`src/design/tcw_pkg.sv`:
```
`timescale 1ns / 1ps
// tcw_pkg: shared types and constants for the text console writer
// holds request codes, command and state enums, field widths and defaults
// no dependencies
package tcw_pkg;

	// default screen geometry
	localparam int DEF_COLUMNS = 80;
	localparam int DEF_ROWS    = 25;
	localparam int QUEUE_DEPTH = 4;

	// field widths fixed by the ports
	localparam int CHAR_W       = 8;
	localparam int IDX_W        = 11;
	localparam int CELL_W       = 16;
	localparam int CURSOR_ROW_W = 5;
	localparam int CURSOR_COL_W = 7;

	// request codes on req_type
	localparam logic [1:0] REQ_PUT   = 2'd0;
	localparam logic [1:0] REQ_READ  = 2'd1;
	localparam logic [1:0] REQ_CLEAR = 2'd2;

	// special bytes and reset attribute
	localparam logic [CHAR_W-1:0] NEWLINE_BYTE = 8'h0a;
	localparam logic [CHAR_W-1:0] SPACE_BYTE   = 8'h20;
	localparam logic [CHAR_W-1:0] ATTR_RESET   = 8'h07;

	// classified command carried through the queue
	typedef enum logic [2:0] {
		OP_NOP,
		OP_PUT,
		OP_NEWLINE,
		OP_READ,
		OP_CLEAR
	} op_t;

	typedef struct packed {
		op_t               op;
		logic [CHAR_W-1:0] ch;
		logic [IDX_W-1:0]  idx;
	} cmd_t;

	// back-end sequencer states
	typedef enum logic [2:0] {
		ST_INIT,
		ST_IDLE,
		ST_READ,
		ST_SCROLL,
		ST_DRAIN,
		ST_BLANK,
		ST_CLEAR
	} eng_state_t;

endpackage

```
`src/design/tcw_front.sv`:
```
`timescale 1ns / 1ps
// tcw_front: input channel and request classifier of the text console writer
// depends on tcw_pkg for request codes and the command type
module tcw_front #(
	parameter int COLUMNS = tcw_pkg::DEF_COLUMNS,
	parameter int ROWS    = tcw_pkg::DEF_ROWS
) (
	input  logic                      in_valid,
	output logic                      in_stall,
	input  logic [1:0]                req_type,
	input  logic [tcw_pkg::CHAR_W-1:0] char_code,
	input  logic [tcw_pkg::IDX_W-1:0]  cell_index,
	input  logic                      queue_full,
	input  logic                      init_busy,
	output logic                      push,
	output tcw_pkg::cmd_t             cmd
);
	import tcw_pkg::*;

	localparam int CELLS = COLUMNS * ROWS;

	logic in_range;

	// stall while the queue is full or the store is being cleared after reset
	assign in_stall = queue_full | init_busy;
	assign push     = in_valid & ~in_stall;
	assign in_range = (32'(cell_index) < 32'(CELLS));

	// classify the request
	always_comb begin
		cmd.ch  = char_code;
		cmd.idx = cell_index;
		unique case (req_type)
			REQ_PUT:   cmd.op = (char_code == NEWLINE_BYTE) ? OP_NEWLINE : OP_PUT;
			REQ_READ:  cmd.op = in_range ? OP_READ : OP_NOP;
			REQ_CLEAR: cmd.op = OP_CLEAR;
			default:   cmd.op = OP_NOP;
		endcase
	end

endmodule

```
`config.mk`:
```
export PLATFORM = sky130hd
export DESIGN_NAME = tcw_front
export DESIGN_NICKNAME = d
export VERILOG_FILES = /design/src/design/tcw_pkg.sv /design/src/design/tcw_front.sv
export SDC_FILE = /design/constraint.sdc
export NUM_CORES = 1
export LEC_CHECK = 0
export BUFFER_PORTS_ARGS = -buffer_cell sky130_fd_sc_hd__buf_2
export CORE_AREA = 2 2 39 41
export DETAILED_ROUTE_END_ITERATION = 16
export DIE_AREA = 0 0 41 43
export PLACE_DENSITY_LB_ADDON = 0.08
export RECOVER_POWER = 100
export SYNTH_ARGS = -nofsm -noshare
export SYNTH_HDL_FRONTEND = slang
export SYNTH_SLANG_ARGS = --single-unit
export TNS_END_PERCENT = 100
```
`constraint.sdc`:
```
create_clock -name vclk -period 1
set_clock_uncertainty 0.1 [all_clocks]
set_input_delay 0.1 -clock vclk [all_inputs]
set_output_delay 0.1 -clock vclk [all_outputs]
set_load 0.1 [all_outputs]
```
==> out/results.ini, run 1 <==
[run_status]
status=finished with violations
violations=setup timing

[critical_path]
critPathKind=input pin to output pin
worstPathRequired_ns=0.80
crit_path_end_kind=output pin
critPathArrivalTime_ns=1.03
critPathLaunchType=input pin
path_max_fanout=2

[pwr]
ir_worst_vdd_uv=301.4
cellPowerDensity_nw_per_um2=923.0
static-leakage-power_uw=0.0003093

[placed_design]
io_buffers=40
dpl.hpwl_um=727.3
placed_area_sq_um=750.7
gp_congestion=0.6721
pre_cts_slack_ns=-0.3760

[timing]
hold_viol=0
slew_headroom=0.6413
period_needed_ns=1.233
drv_slew=0
setup_viol=3
worstMarginPinSlew_ns=0.5403
setup_ws_ns=-0.2333
grt_setup_unrepaired=true
period_share=1.233
fmax_mhz=810.8
setup_tns_ns=-0.4800

[synthesis]
synth_cells=33
synth_top_family_by_area=buffers and inverters
synth.cell_area_sq_um=230.2
synth-simple-area-share=0.2065
yosys_warnings=0
synth.area.mux_share=0
avgSynthCellArea_sq_um=6.976
synth_fp_nets=57
yosysSeqAreaShare=0
synth-compound-area-share=0.1250
synth_cell_types=12
synth-xor-area-share=0
synthAdderAreaFrac=0

[worst_hold_path]
holdPathEnd=cmd[3]
holdCritStartpoint=cell_index[3]
hold-path-cell-count=0
hp-class=input pin to output pin

[floorplan]
die_y_um=43
die_area_sq_um=1763
io_pins=48
dieWidth_um=41
core_sq_um=1384
start_util=0.1664
rows=14

[layout]
syn2layout_area_growth_pct=148.4
drive_gt1_frac=0.8889
n_fill_cell=153
clkbuf_count=0
most-common-layout-cells=18 x buf_2, 18 x buf_4, 15 x clkbuf_4
final_area_sq_um=571.8
final_nets=98
antenna-diode-count=0
register_area_sq_um=0
n_sequential_cell=0

[run]
maxCapViolCount=0

[global_routing]
grt-ovfl-total=0
grt_pass1_vias=286
track_usage=0.08492
antenna_found_initial=0
grt_max_degree=4
grt_pass1_wl_um=1152

[clocking]
cts_setup_buffers=0
ctsHoldBuffers=0

[routing]
drt_pass1_iterations=1
drc_errors=0
wire_per_inst_um=8.386
vias_per_cell=3.727
first_iter_violations=0
routed_wl_um=738
ant_nets=0
detailroute.via_count=328

layer usage:
layer,global-route usage,part of all wire,vias up
li1,-,-,170
met1,0.1108,0.34,133
met2,0.1438,0.50,23
met3,0.01571,0.16,2
met4,0.006667,0.0027,0
met5,0,0,-
layout make-up:
class | instances | area, sq um | area share
tap | 16 | 20.02 | 0.03501
multi-input combinational | 11 | 113.9 | 0.1991
timing repair buffer | 58 | 426.7 | 0.7462
inverter | 3 | 11.26 | 0.01969
worst max path at each step:
| stage | start | to | slack [ns] | depth (start not counted) |
|---|---|---|---|---|
| after floorplan | char_code[5] | cmd[20] | -0.33 | 3 |
| after global placement | char_code[5] | cmd[19] | -0.38 | 5 |
| after detailed placement | char_code[5] | cmd[19] | -0.38 | 5 |
| after CTS | char_code[5] | cmd[19] | -0.26 | 5 |
| after global routing | char_code[5] | cmd[19] | -0.31 | 5 |
| final | char_code[5] | cmd[19] | -0.23 | 5 |
power breakdown:
part	internal, uW	switching, uW	total [uW]
Combinational	151	376	528
Sequential	0	0	0
Clock	0	0	0
worst max-delay path, cell delays in order:
cell      delay, ns
buf_6          0.10
nor4_4         0.25
nand4b_1       0.20
o311a_2        0.20
buf_8          0.18
cell families (layout without fill, tap and decap cells):
family	count (synthesis)	count (layout)
and+or+nand+nor	7	7
AOI/OAI and AO/OA	4	4
buffers and inverters	22	61
repair_timing:
| action | 4_1_cts | 5_1_grt |
|---|---|---|
| endpoints found under the setup margin | 2 | 2 |
| gates resized for setup | 5 | 0 |
| pin swaps | 1 | 0 |
| endpoints found under the hold margin | 0 | 0 |
through the flow:
stage,power (uW),hold slack (ns),util,instances
2_1_floorplan,464.2,0.1938,-,33
3_3_place_gp,630.2,0.1007,0.5425,88
3_5_place_dp,632.0,0.1007,0.5425,88
4_1_cts,643.3,0.1007,0.5588,88
5_1_grt,545.2,0.1003,0.4132,88
6_report,527.8,0.1001,0.4132,88
synthesized netlist by cell type:
library cell   n  area [sq um]
inv_1          3         11.26
nand3_1        1         5.000
nand4b_1       1         8.760
a21oi_1        1         5.000
o311a_2        1         11.26
nor3b_1        1         7.510
nor4_2         1         12.51
o21ai_0        1         5.000
nor2_1         2         7.510
o211ai_1       1         7.510
or2_2          1         6.260
buf_4         19         142.6
No activity file was read; power rests on OpenSTA's default activity.
==> inputs of run 2 (changes only) <==
==> constraint.sdc (replaced) <==
create_clock -name vclk -period 1
set_clock_uncertainty 0.1 [all_clocks]
set_input_delay 0.05 -clock vclk [all_inputs]
set_output_delay 0.05 -clock vclk [all_outputs]
set_load 0.1 [all_outputs]
==> run 2 against run 1 <==
  * The flow still finishes with violations (setup timing)
  * Sequential share of layout area unchanged
  * Combinational power shrank 4.0%
  * Via count unchanged
  * Non-clock buffer count stayed put
  * Hold slack lost 0.10 ns
  * Fmax is 8.8% higher
  * Flip-flop and latch count unchanged
  * Global-route usage unchanged
  * Setup slack improved by 0.099 ns
  * Critical path type unchanged
  * Critical endpoint unchanged
  * Largest power group unchanged
  * Highest routed layer unchanged
==> out/results.ini, run 2 (synthesis results as in run 1) <==
[worst_hold_path]
holdCritStartpoint=cell_index[3]
hold-path-cell-count=0  ; unchanged
hp-class=input pin to output pin
holdPathEnd=cmd[3]

[routing]
wl_met3_um=120  ; +4.3%
vias_per_cell=3.727  ; unchanged
ant_nets=0  ; unchanged
routed_wl_um=749  ; +1.5%
first_iter_violations=0  ; unchanged
detailroute.via_count=328  ; unchanged
highest_layer=met4
drt_pass1_iterations=1  ; unchanged
wl_met1_um=254  ; +1.6%
drc_errors=0  ; unchanged
wire_per_inst_um=8.511  ; +1.5%
wl_met2_um=370  ; +0.27%

[floorplan]
start_util=0.1664  ; unchanged
core_sq_um=1384  ; unchanged
rows=14  ; unchanged
die_y_um=43  ; unchanged
io_pins=48  ; unchanged
die_area_sq_um=1763  ; unchanged
dieWidth_um=41  ; unchanged

[timing]
fmax_mhz=881.8  ; +8.8%
setup_viol=2  ; -1
worstMarginPinSlew_ns=0.5402  ; -0.00009471 ns
slew_headroom=0.6414  ; about the same
drv_slew=0  ; unchanged
hold_viol=0  ; unchanged
setup_ws_ns=-0.1340  ; +0.09931 ns
period_needed_ns=1.134  ; -0.09931 ns
grt_setup_unrepaired=true
period_share=1.134  ; -0.09931

[layout]
most-common-layout-cells=33 x buf_2, 19 x buf_4, 3 x inv_1
n_sequential_cell=0  ; unchanged
antenna-diode-count=0  ; unchanged
clkbuf_count=0  ; unchanged
n_fill_cell=156  ; +2.0%
fin_cells=88  ; unchanged
drive_gt1_frac=0.8889  ; unchanged
utilization=0.3779  ; -0.03526
register_area_sq_um=0  ; unchanged
final_nets=98  ; unchanged
syn2layout_area_growth_pct=127.2
final_common_cell=buf_2

[placed_design]
gp_congestion=0.6721  ; unchanged
dpl.hpwl_um=727.3  ; unchanged
dp_cells=88  ; unchanged
io_buffers=40  ; unchanged

[pwr]
static-leakage-power_uw=0.0002960  ; -4.3%
combinationalPowerShare=1.000  ; about the same
p_clk_frac=0  ; unchanged
cellPowerDensity_nw_per_um2=969.8  ; +5.1%
seqPwrFrac=0  ; unchanged
p_sw_uw=374.7  ; -0.43%
ir_worst_vdd_uv=292.2  ; -3.1%
swShare=0.7386  ; +0.02564
internal-power_uw=132.6  ; -12%

[critical_path]
worstPathRequired_ns=0.85  ; +0.05 ns
crit_path_end_kind=output pin
path_max_fanout=2  ; unchanged
critPathKind=input pin to output pin
critPathLaunchType=input pin
critPathArrivalTime_ns=0.98  ; -0.05 ns

[global_routing]
track_usage=0.08492  ; unchanged
grt_pass1_wl_um=1152  ; unchanged
grt-ovfl-total=0  ; unchanged
grt_pass1_vias=286  ; unchanged
grt_max_degree=4  ; unchanged
antenna_found_initial=0  ; unchanged

[run_status]
status=finished with violations
violations=setup timing

[run]
maxCapViolCount=0  ; unchanged

==> run 2: cell count changes in the layout (fill, tap and decap cells not counted) <==
cell	previous run	this run
buf_4	18	19
buf_6	3	2
clkbuf_4	15	1
buf_8	2	1
buf_2	18	33
==> run 2: critical path: stages <==
cell	delay, ns
buf_6	0.10
nor4_4	0.25
nand4b_1	0.20
o311a_2	0.20
buf_8	0.18
==> run 2: worst max-delay path by stage <==
| stage | slack [ns] | from | endpoint |
|---|---|---|---|
| final | -0.13 | char_code[5] | cmd[19] |
| after floorplan | -0.23 | char_code[5] | cmd[20] |
| after global placement | -0.28 | char_code[5] | cmd[19] |
| after detailed placement | -0.28 | char_code[5] | cmd[19] |
| after global routing | -0.21 | char_code[5] | cmd[19] |
| after CTS | -0.16 | char_code[5] | cmd[19] |
==> run 2: repair_timing <==
item                                    4_1_cts  5_1_grt
hold endpoints to repair                      0        0
pin swaps                                     1        0
buffers inserted                              0        0
hold buffers                                  0        0
resized for setup                             5        0
endpoints found under the setup margin        2        2
==> run 2: final cells by class <==
| class | count | area [sq um] | area share |
|---|---|---|---|
| Multi-Input combinational cell | 11 | 113.9 | 0.2177 |
| Timing Repair Buffer | 58 | 377.9 | 0.7225 |
| Tap cell | 16 | 20.02 | 0.03828 |
| Inverter | 3 | 11.26 | 0.02153 |
==> run 2: metrics by stage <==
step	hold slack (ns)	total power (uW)	area (sq um)	TNS [ns]	setup WS (ns)
after floorplan	0.09382	464.2	267.8	-0.3414	-0.2269
after global placement	0.0006813	630.2	750.7	-0.4483	-0.2762
after detailed placement	0.0006813	632.0	750.7	-0.4526	-0.2760
after CTS	0.0006813	643.3	773.2	-0.3106	-0.1573
after global routing	0.0002508	524.2	523.0	-0.4126	-0.2077
final	0.0001125	507.2	523.0	-0.2627	-0.1340
==> run 2: power by group through the flow <==
stage	Sequential (uW)	Clock (uW)	Combinational [uW]
final	0	0	507
after global placement	0	0	630
after floorplan	0	0	464
after global routing	0	0	524
after detailed placement	0	0	632
after CTS	0	0	643
==> run 2: layer usage <==
layer	up-vias	global-route usage
met1	133	0.1108
met5	-	0
met2	23	0.1438
met4	0	0.006667
li1	170	-
met3	2	0.01571
