**config.mk**
```make
export PLATFORM = sky130hd
export DESIGN_NAME = tcw_fifo
export DESIGN_NICKNAME = d
export VERILOG_FILES = /design/src/design/tcw_pkg.sv /design/src/design/tcw_fifo.sv
export SDC_FILE = /design/constraint.sdc
export NUM_CORES = 1
export LEC_CHECK = 0
export BUFFER_PORTS_ARGS = -buffer_cell sky130_fd_sc_hd__buf_4
export CAP_MARGIN = 20
export CELL_PAD_IN_SITES_DETAIL_PLACEMENT = 1
export CELL_PAD_IN_SITES_GLOBAL_PLACEMENT = 1
export CORE_ASPECT_RATIO = 1.25
export CORE_MARGIN = 5
export CORE_UTILIZATION = 52
export CTS_BUF_LIST = sky130_fd_sc_hd__clkbuf_4
export CTS_CLUSTER_SIZE = 14
export DETAILED_ROUTE_END_ITERATION = 10
export PLACE_DENSITY_LB_ADDON = 0.12
export SLEW_MARGIN = 20
export SYNTH_ARGS = -nofsm -noshare
export SYNTH_HDL_FRONTEND = slang
export SYNTH_SLANG_ARGS = --single-unit
```
**constraint.sdc**
```tcl
create_clock -name clk -period 2.1 [get_ports clk]
set_input_delay 0.105 -clock clk [delete_from_list [all_inputs] [get_ports clk]]
set_output_delay 0.105 -clock clk [all_outputs]
set_load 0.05 [all_outputs]
```
**src/design/tcw_pkg.sv**
```systemverilog
`timescale 1ns / 1ps
// tcw_pkg: shared types and constants for the text console writer
// holds request codes, command and state enums, field widths and defaults
// no dependencies
package tcw_pkg;

	// default screen geometry
	localparam int DEF_COLUMNS = 80;
	localparam int DEF_ROWS    = 25;
	localparam int QUEUE_DEPTH = 4;

	// field widths fixed by the ports
	localparam int CHAR_W       = 8;
	localparam int IDX_W        = 11;
	localparam int CELL_W       = 16;
	localparam int CURSOR_ROW_W = 5;
	localparam int CURSOR_COL_W = 7;

	// request codes on req_type
	localparam logic [1:0] REQ_PUT   = 2'd0;
	localparam logic [1:0] REQ_READ  = 2'd1;
	localparam logic [1:0] REQ_CLEAR = 2'd2;

	// special bytes and reset attribute
	localparam logic [CHAR_W-1:0] NEWLINE_BYTE = 8'h0a;
	localparam logic [CHAR_W-1:0] SPACE_BYTE   = 8'h20;
	localparam logic [CHAR_W-1:0] ATTR_RESET   = 8'h07;

	// classified command carried through the queue
	typedef enum logic [2:0] {
		OP_NOP,
		OP_PUT,
		OP_NEWLINE,
		OP_READ,
		OP_CLEAR
	} op_t;

	typedef struct packed {
		op_t               op;
		logic [CHAR_W-1:0] ch;
		logic [IDX_W-1:0]  idx;
	} cmd_t;

	// back-end sequencer states
	typedef enum logic [2:0] {
		ST_INIT,
		ST_IDLE,
		ST_READ,
		ST_SCROLL,
		ST_DRAIN,
		ST_BLANK,
		ST_CLEAR
	} eng_state_t;

endpackage

```
**src/design/tcw_fifo.sv**
```systemverilog
`timescale 1ns / 1ps
// tcw_fifo: short command queue between the classifier and the sequencer
// depends on tcw_pkg for the command type
module tcw_fifo #(
	parameter int DEPTH = tcw_pkg::QUEUE_DEPTH
) (
	input  logic          clk,
	input  logic          arst_n,
	input  logic          push,
	input  tcw_pkg::cmd_t push_data,
	input  logic          pop,
	output tcw_pkg::cmd_t pop_data,
	output logic          empty,
	output logic          full
);
	import tcw_pkg::*;

	localparam int PTR_W = (DEPTH > 1) ? $clog2(DEPTH) : 1;
	localparam int CNT_W = $clog2(DEPTH + 1);

	cmd_t             entries_q [DEPTH];
	logic [PTR_W-1:0] wr_ptr_q;
	logic [PTR_W-1:0] rd_ptr_q;
	logic [CNT_W-1:0] count_q;

	assign empty    = (count_q == '0);
	assign full     = (count_q == CNT_W'(DEPTH));
	assign pop_data = entries_q[rd_ptr_q];

	// entry storage
	always_ff @(posedge clk) begin
		if (push) begin
			entries_q[wr_ptr_q] <= push_data;
		end
	end

	// pointers and fill count
	always_ff @(posedge clk or negedge arst_n) begin
		if (!arst_n) begin
			wr_ptr_q <= '0;
			rd_ptr_q <= '0;
			count_q  <= '0;
		end else begin
			if (push) begin
				wr_ptr_q <= (wr_ptr_q == PTR_W'(DEPTH - 1)) ? '0 : wr_ptr_q + 1'b1;
			end
			if (pop) begin
				rd_ptr_q <= (rd_ptr_q == PTR_W'(DEPTH - 1)) ? '0 : rd_ptr_q + 1'b1;
			end
			if (push && !pop) begin
				count_q <= count_q + 1'b1;
			end else if (pop && !push) begin
				count_q <= count_q - 1'b1;
			end
		end
	end

`ifndef SYNTHESIS
	a_no_overflow: assert property (@(posedge clk) disable iff (!arst_n)
		full |-> !push) else $error("push into full queue");
	a_no_underflow: assert property (@(posedge clk) disable iff (!arst_n)
		pop |-> !empty) else $error("pop from empty queue");
	a_count_range: assert property (@(posedge clk) disable iff (!arst_n)
		32'(count_q) <= 32'(DEPTH)) else $error("queue count out of range");
`endif

endmodule

```
==> results of run 1 <==
## placed cells by master, fill, tap and decap left out
cell type / netlist / layout
nand3_1: 1 / 1
and2_1: 4 / 3
o21ai_0: 2 / 2
clkinv_2: 0 / 2
clkinv_4: 0 / 1
clkbuf_4: 0 / 10
xor2_1: 2 / 2
dlygate4sd3_1: 0 / 26
mux2_2: 3 / 3
xnor2_1: 1 / 1
nor2_1: 2 / 2
nor3_1: 1 / 1
mux4_1: 4 / 4
nand2_1: 1 / 1
edfxtp_1: 88 / 88
clkinvlp_4: 0 / 2
dfrtp_2: 0 / 1
nor3b_1: 1 / 1
mux4_2: 18 / 18
fa_1: 1 / 1
and2_2: 0 / 1
ha_1: 6 / 6
dfrtp_1: 7 / 6
buf_4: 0 / 56
inv_1: 5 / 5
clkinv_1: 0 / 1
## what timing repair did
| action | in CTS | in global routing |
|---|---|---|
| setup buffers | 0 | 0 |
| endpoints found under the hold margin | 99 | 0 |
| hold buffers | 26 | 0 |
## registers in the layout (all words and copies together), names as in the netlist
register	cells
rd_ptr_q	2
count_q	3
wr_ptr_q	2
entries_q	88
## logic make-up (layout without fill, tap and decap cells)
| kind of cell | count (synthesis) | in the layout | synth area share (%) |
|---|---|---|---|
| buffers and inverters | 10 | 103 | 2.21 |
| adders and majority gates | 7 | 7 | 2.62 |
| xor gates and xnor gates | 3 | 3 | 0.725 |
| and+or+nand+nor | 10 | 10 | 1.48 |
| DFF | 95 | 95 | 77.7 |
| muxes | 25 | 25 | 15.0 |
| AOI/OAI and AO/OA | 2 | 2 | 0.276 |
## power breakdown
| group | leakage, nW | internal [mW] | switching (mW) | total (mW) |
|---|---|---|---|---|
| Clock | 0.0598 | 0.251 | 0.567 | 0.818 |
| Sequential | 0.890 | 2.44 | 0.116 | 2.56 |
| Combinational | 0.656 | 1.01 | 1.76 | 2.77 |
## per-layer routing
layer	vias to the layer above	GRT usage [%]	wire (um)
li1	800	-	-
met5	-	0	0
met3	9	2.46	225
met2	37	31.0	3730
met4	0	6.94	104
met1	915	20.1	2600
## cell type report
type	instances	area share, %
clock buffers	10	1.68
clock inverters	6	0.839
inverters	5	0.419
multi-input cells	47	16.3
flip-flops and latches	95	63.0
well taps	90	2.52
repair buffers	82	15.2
## worst max-delay path, delay by kind of cell, from the launching register on
kind / cells / cell delay [ns]
buffers and inverters: 2 / 0.48
DFF: 1 / 0.38
muxes: 1 / 0.59
## final timing paths
kind,cells after the start,endpoint,start,slack [ns]
setup / recovery,3,pop_data[13],rd_ptr_q[0],0.13
hold reg to reg,1,count_q[2],count_q[2],0.52
hold / removal,2,entries_q[3][17],push_data[17],0.42
min in group asynchronous,3,wr_ptr_q[1],arst_n,0.65
max in group asynchronous,3,rd_ptr_q[0],arst_n,1.16
setup reg to reg,4,entries_q[1][17],wr_ptr_q[1],0.61
## per-stage QoR
step / instances / power [mW] / cell area, um2 / setup WS (ns) / hold WS (ns)
6_report: 335 / 6.15 / 4470 / 0.126 / 0.422
5_1_grt: 335 / 6.47 / 4470 / 0.0371 / 0.401
4_1_cts: 335 / 6.25 / 4470 / 0.0525 / 0.390
3_5_place_dp: 293 / 5.39 / 4100 / 0.196 / -0.0693
3_3_place_gp: 293 / 5.27 / 4100 / 0.307 / -0.0788
2_1_floorplan: 152 / 4.65 / 3630 / 0.396 / -0.191
==> impl_metrics.yaml, run 1 <==
job:
  cap_violations: 0
timing:
  setup_viol: 0
  rsz0062_at_grt: "no"
  min_period_over_period_pct: 94.0
  layout_min_cycle_time_ns: 1.97
  fin_skew_ns: 0.0177
  hold_viol: 0
  max_freq_mhz: 507
  slew_headroom_pct: 60.9
  drv_slew: 0
  finalSetupTns_ns: 0
  worstMarginPinSlew_ns: 0.586
global_route:
  grt_pass1_vias: 2028
  grt_max_degree: 23
  globalRouteOverflowTotal: 0
  grt_pass1_wl_um: 10800
  grt.total_usage_pct: 16.9
  grt_antenna_before_repair: 0
floorplanning:
  core_area_um2: 6890
  die_h_um: 103
  start_util_pct: 52.6
  die_area_um2: 8760
  die_x_um: 84.7
  fp-row-count: 34
  io_pins: 50
cts:
  clock_latency_ns: 0.42
  cts_buffers: 9
  ctsHtreeMaxLevel: 3
  clkTransAtPathRegs_ns: 0.15
  cts_tree: "yes"
  cts_buffer_depth: 2
  cts_root_buf: "clkbuf_4"
  cts.sinks: 95
  cts_resized: 0
routing:
  ant_nets: 0
  drt-pass1-iter-count: 4
  routed-via-count: 1761
  wl_per_cell_um: 19.9
  vias_per_cell: 5.26
  wl_um: 6650
  drcViolationCount: 0
  drt_iter0_drc: 115
worst_setup_path:
  crit_required_ns: 2.00
  crit_path_start_kind: "register"
  end_kind: "output port"
  crit_top_cell: "buf_4"
  crit_path_top_delay_cell: "mux4_1"
  path_cells: "buf_4, mux4_1, buf_4"
  cpPeakStageDelay_ns: 0.59
  worstSetupPathType: "reg -> out"
  cp.arrival_ns: 1.87
  cp_max_fo: 14
cells_and_area:
  n_antenna_cell: 0
  nets: 273
  fillers: 617
  multi_input_area_um2: 731
  syn2layout_area_growth_pct: 23.4
  register_area_um2: 2820
  utilization_pct: 64.9
  drive_gt1_share_pct: 38.4
synth:
  ys_async_sr_fraction_pct: 7.37
  synth.area.top_cells: "edfxtp_1 (73%), mux4_2 (11%), dfrtp_1 (4.8%), mux4_1 (2.9%), ha_1 (2.1%)"
  ys_seq_elements: 95
  syn_area_um2: 3630
  synth-seq-area-share_pct: 77.7
  postSynthAreaPerCell_um2: 23.9
  synth_nets: 185
  synth_top_area_cell: "edfxtp_1"
  synth.most_common_cell: "edfxtp_1"
  yosysWarnings: 0
  netlist_top_cells_count: "edfxtp_1 (88), mux4_2 (18), dfrtp_1 (7), ha_1 (6), inv_1 (5)"
  synthDistinctLibCells: 20
  synthCells: 152
  synth_top_area_share_pct: 72.9
  synth_flop_cell: "edfxtp_1"
  synth_edf_count: 88
status:
  outcome: "complete, no violations"
min_path:
  hold_class: "in -> reg"
power_and_ir_drop:
  vdd_drop_max_v: 0.000779
  p_per_area_nw_per_um2: 1370
  p_leak_nw: 1.61
placed_design:
  gp_congestion: 0.679
  portBuffers: 49
  dp_hpwl_um: 4380
No activity file was read; power rests on OpenSTA's default activity.
==> run 2, diff against run 1 <==
CTS_BUF_LIST = sky130_fd_sc_hd__clkbuf_8   (was sky130_fd_sc_hd__clkbuf_4)
MAX_ROUTING_LAYER = met4   (was not set)
==> run 2 against run 1 <==
Net effect: register-to-register slack about the same; cell count down 0.60%; clock power grew 23%; sequential power barely moved; critical path depth did not move; clock skew down 0.0037 ns; sequential share of layout area is 0.45 points lower; non-clock buffer count is 2 lower; via count rose by 0.11%; utilization up 0.47 points; fmax increased by 4.4%; final area is 0.73% higher.
==> impl_metrics.yaml, run 2 (synthesis gave the netlist of run 1 again) <==
timing:
  min_period_over_period_pct: 90.0
  drv_slew: 0
  worstMarginPinSlew_ns: 0.594
  finalSetupTns_ns: 0
  layout_min_cycle_time_ns: 1.89
  slew_headroom_pct: 60.4
  holdWs_ns: 0.0408
  setup_viol: 0
  fin_skew_ns: 0.0140
  rsz0062_at_grt: "no"
  max_freq_mhz: 529
  hold_viol: 0
worst_setup_path:
  cp_max_fo: 14
  reg2reg_from: "wr_ptr_q[1]"
  path_cells: "buf_4, mux4_1, buf_4"
  cpPeakStageDelay_ns: 0.59
  cp.arrival_ns: 1.79
  rrSetupSlack_ns: 0.61
  startpoint: "rd_ptr_q[0]"
  crit_top_cell: "buf_4"
  setup.worst_path.end: "pop_data[13]"
  crit_path_top_delay_cell: "mux4_1"
  worst-r2r-cell-count: 4
  r2r_end: "entries_q[1][18]"
  end_kind: "output port"
  crit_path_start_kind: "register"
  worstSetupPathType: "reg -> out"
  crit_required_ns: 2.00
global_route:
  grt_util_met3_pct: 3.25
  use_met2_pct: 31.2
  globalRouteOverflowTotal: 0
  grt_pass1_vias: 2015
  grt_max_degree: 23
  grtUsageMet1_pct: 20.2
  grt_pass1_wl_um: 10800
  grt_busiest_layer: "met2"
  grt_antenna_before_repair: 0
  grt.total_usage_pct: 17.6
routing:
  vias_per_cell: 5.29
  wl_per_cell_um: 20.2
  wl_um: 6740
  drt-pass1-iter-count: 4
  routed-via-count: 1763
  drt_iter0_drc: 116
  drcViolationCount: 0
  ant_nets: 0
cts:
  cts_buffers: 9
  cts_root_buf: "clkbuf_8"
  cts_resized: 0
  clock_latency_ns: 0.35
  clkTransAtPathRegs_ns: 0.08
  ctsHtreeMaxLevel: 3
  cts.sinks: 95
  cts_tree: "yes"
  cts_buffer_depth: 2
floorplanning:
  core_area_um2: 6890
  start_util_pct: 52.6
  die_x_um: 84.7
  die_h_um: 103
  fp-row-count: 34
  die_area_um2: 8760
  io_pins: 50
placed_design:
  portBuffers: 49
  gp_congestion: 0.686
  dp_hpwl_um: 4380
power_and_ir_drop:
  vdd_drop_max_v: 0.000900
  swShare_pct: 39.1
  p_comb_share_pct: 43.7
  p_leak_nw: 1.62
  power_mw: 6.36
  p_per_area_nw_per_um2: 1410
  p_int_mw: 3.87
  sequentialPowerShare_pct: 40.3
  p_sw_mw: 2.48
  clockPowerShare_pct: 16.0
cells_and_area:
  syn2layout_area_growth_pct: 24.2
  largest_reg_flops: 88
  reg_top3: "entries_q: 88 flops, count_q: 3 flops"
  regMostFlops: "entries_q"
  final_common_cell: "edfxtp_1"
  drive_gt1_share_pct: 38.3
  nets: 271
  final_cell_mix: "edfxtp_1 (88), buf_4 (56), dlygate4sd3_1 (24)"
  n_antenna_cell: 0
job:
  cap_violations: 0
min_path:
  hold_class: "in -> reg"
status:
  outcome: "complete, no violations"
[run 2: cell types whose count changed in the layout (fill, tap and decap cells not counted)]
cell / change
dlygate4sd3_1: -2
clkbuf_4: -10
inv_1: +1
clkbuf_8: +9
[run 2: power by group through the flow]
stage	registers (mW)	logic (mW)	clock network [mW]
after floorplan	2.58	2.07	0
after global placement	2.58	2.69	0
after detailed placement	2.62	2.78	0
after CTS	2.57	2.83	1.05
after global routing	2.60	2.92	1.15
final	2.56	2.78	1.01
[run 2: through the flow]
step	instance area, um2	cells	worst slack [ns]	util, %
4_1_cts	4510	333	0.159	65.4
2_1_floorplan	3630	152	0.396	-
3_5_place_dp	4100	293	0.196	59.5
3_3_place_gp	4100	293	0.307	59.5
6_report	4510	333	0.210	65.4
5_1_grt	4510	333	0.134	65.4
[run 2: how the worst min path moves through the flow]
stage | end | slack (ns) | cells after the start | start
after detailed placement | wr_ptr_q[0] | -0.07 | 1 | arst_n
final | rd_ptr_q[1] | 0.04 | 2 | pop
after floorplan | count_q[0] | -0.19 | 0 | arst_n
after global routing | rd_ptr_q[1] | 0.02 | 2 | pop
after CTS | rd_ptr_q[0] | 0.02 | 2 | pop
after global placement | wr_ptr_q[1] | -0.08 | 1 | arst_n
[run 2: final cells by class]
class | instances | area, um2
Clock buffer | 9 | 124
Clock inverter | 7 | 41.3
Fill cell | 615 | 2380
Inverter | 5 | 18.8
Multi-Input combinational cell | 47 | 731
Sequential cell | 95 | 2820
Tap cell | 90 | 113
Timing Repair Buffer | 80 | 661
[run 2: repair_timing]
action | in CTS | in global routing
hold buffers | 24 | 0
buffers inserted | 0 | 0
endpoints found under the hold margin | 96 | 0
[run 2: worst max-delay path, delay by kind of cell, from the launching register on]
kind     cells  cell delay [ns]
mux          1             0.59
buf+inv      2             0.48
flops        1             0.36
[run 2: metal layers]
layer  share of wire, %  up-vias  wire, um
li1                   -      794         -
met1                 38      922      2580
met2                 56       38      3790
met3                3.7        9       246
met4                1.8        0       121
met5                  0        -         0
==> run 3, diff against run 2 <==
CORE_UTILIZATION = 41   (was 52)
==> run 3 against run 2 <==
Net effect: sequential power grew 4%; sequential cell count is the same; cell count grew 9.0%.
==> impl_metrics.yaml, run 3 (synthesis gave the netlist of run 1 again) <==
routing:
  highest_layer: "met4"
  vias_per_cell: 4.78
  drt-pass1-iter-count: 4
  wl_met1_um: 2590
  met3WireLength_um: 230
  routed-via-count: 1736
  drt_iter0_drc: 80
  wl_met2_um: 3720
  drcViolationCount: 0
  wl_per_cell_um: 18.3
  wl_um: 6630
  ant_nets: 0
power_and_ir_drop:
  p_leak_nw: 1.64
  p_per_area_nw_per_um2: 1390
  vdd_drop_max_v: 0.000732
cells_and_area:
  multi_input_area_um2: 729
  final_cell_mix: "edfxtp_1 (88), buf_4 (51), dlygate4sd3_1 (24)"
  n_antenna_cell: 0
  drive_gt1_share_pct: 38.7
  utilization_pct: 53.2
  reg_top3: "entries_q: 88 flops, count_q: 3 flops"
  register_area_um2: 2820
  stdcell_count: 363
  nets: 271
  regMostFlops: "entries_q"
  final_common_cell: "edfxtp_1"
  largest_reg_flops: 88
  syn2layout_area_growth_pct: 27.0
  fillers: 809
timing:
  layout_min_cycle_time_ns: 1.99
  drv_slew: 0
  finalSetupTns_ns: 0
  worstMarginPinSlew_ns: 0.443
  min_period_over_period_pct: 94.6
  max_freq_mhz: 503
  setup_viol: 0
  slew_headroom_pct: 70.5
  holdWs_ns: 0.0247
  hold_viol: 0
  rsz0062_at_grt: "no"
  fin_skew_ns: 0.00785
cts:
  clock_latency_ns: 0.34
  cts_tree: "yes"
  cts_buffers: 9
  ctsHtreeMaxLevel: 3
  cts_root_buf: "clkbuf_8"
  cts_setup_buffers: 0
  clkTransAtPathRegs_ns: 0.09
  cts_buffer_depth: 2
  cts.sinks: 95
placed_design:
  dp_hpwl_um: 4580
  dp_cells: 323
  portBuffers: 49
  gp_congestion: 0.650
min_path:
  hold_class: "in -> reg"
  hold_path_end: "rd_ptr_q[1]"
  worstHoldStart: "pop"
  min_delay_path_depth: 2
global_route:
  globalRouteOverflowTotal: 0
  grt_max_degree: 17
  grt_pass1_vias: 2031
  grt_antenna_before_repair: 0
  grt_pass1_wl_um: 10900
  grt.total_usage_pct: 14.3
status:
  outcome: "complete, no violations"
floorplanning:
  die_area_um2: 10800
  start_util_pct: 41.9
  core_area_um2: 8650
  io_pins: 50
  die_x_um: 94.1
  fp-row-count: 38
  die_h_um: 115
worst_setup_path:
  rrSetupSlack_ns: 0.49
  end_kind: "output port"
  worstSetupPathType: "reg -> out"
  crit_path_top_delay_cell: "dfrtp_4"
  startpoint: "rd_ptr_q[0]"
  cp_max_fo: 16
  cp.arrival_ns: 1.88
  worst-r2r-cell-count: 4
  path_cells: "buf_12, mux4_2, buf_4"
  cpPeakStageDelay_ns: 0.56
  crit_required_ns: 2.00
  crit_path_start_kind: "register"
  reg2reg_from: "wr_ptr_q[0]"
  r2r_end: "entries_q[0][19]"
job:
  cap_violations: 0
## run 3: cell types whose count changed in the layout (fill, tap and decap cells not counted), sizes merged
cell and change:
inv -1, clkinv +1
## run 3: area by class of cell
class,count,area share [%]
multi-input cells,47,15.8
inverters,5,0.407
clock buffers,9,2.69
repair buffers,80,15.7
flip-flops and latches,95,61.2
clock inverters,7,0.869
well taps,120,3.26
## run 3: worst max-delay path by stage
stage / endpoint / depth (start not counted)
after detailed placement: pop_data[10] / 3
after CTS: pop_data[10] / 3
after global placement: pop_data[10] / 3
after global routing: pop_data[0] / 3
after floorplan: full / 1
final: pop_data[0] / 3
## run 3: where the power goes
part           leakage (nW)  internal (mW)  total, mW  switching (mW)
Combinational         0.666           1.07       2.75            1.68
Clock                0.0846          0.419       1.01           0.594
Sequential            0.890           2.45       2.65           0.203
Total                  1.64           3.94       6.41            2.48
## run 3: critical path, delay by kind of cell, from the launching register on
kind     cells  cell delay (ns)
flops        1             0.56
buf+inv      2             0.42
mux          1             0.54
## run 3: what timing repair did
action | 4_1_cts | 5_1_grt
hold buffers | 24 | 0
hold endpoints to repair | 97 | 0
resized for setup | 0 | 1
endpoints found under the setup margin | 0 | 3
## run 3: metrics by stage
step / area [um2] / power (mW) / setup slack [ns]
after global placement: 4200 / 5.38 / 0.433
final: 4610 / 6.41 / 0.113
after CTS: 4600 / 6.53 / 0.0161
after global routing: 4610 / 6.76 / 0.0253
after floorplan: 3630 / 4.65 / 0.396
after detailed placement: 4200 / 5.48 / 0.411
## run 3: layer usage
layer	vias to the layer above	global-route usage [%]
met2	32	24.9
met4	0	5.78
li1	794	-
met1	905	15.7
met3	5	3.27
met5	-	-
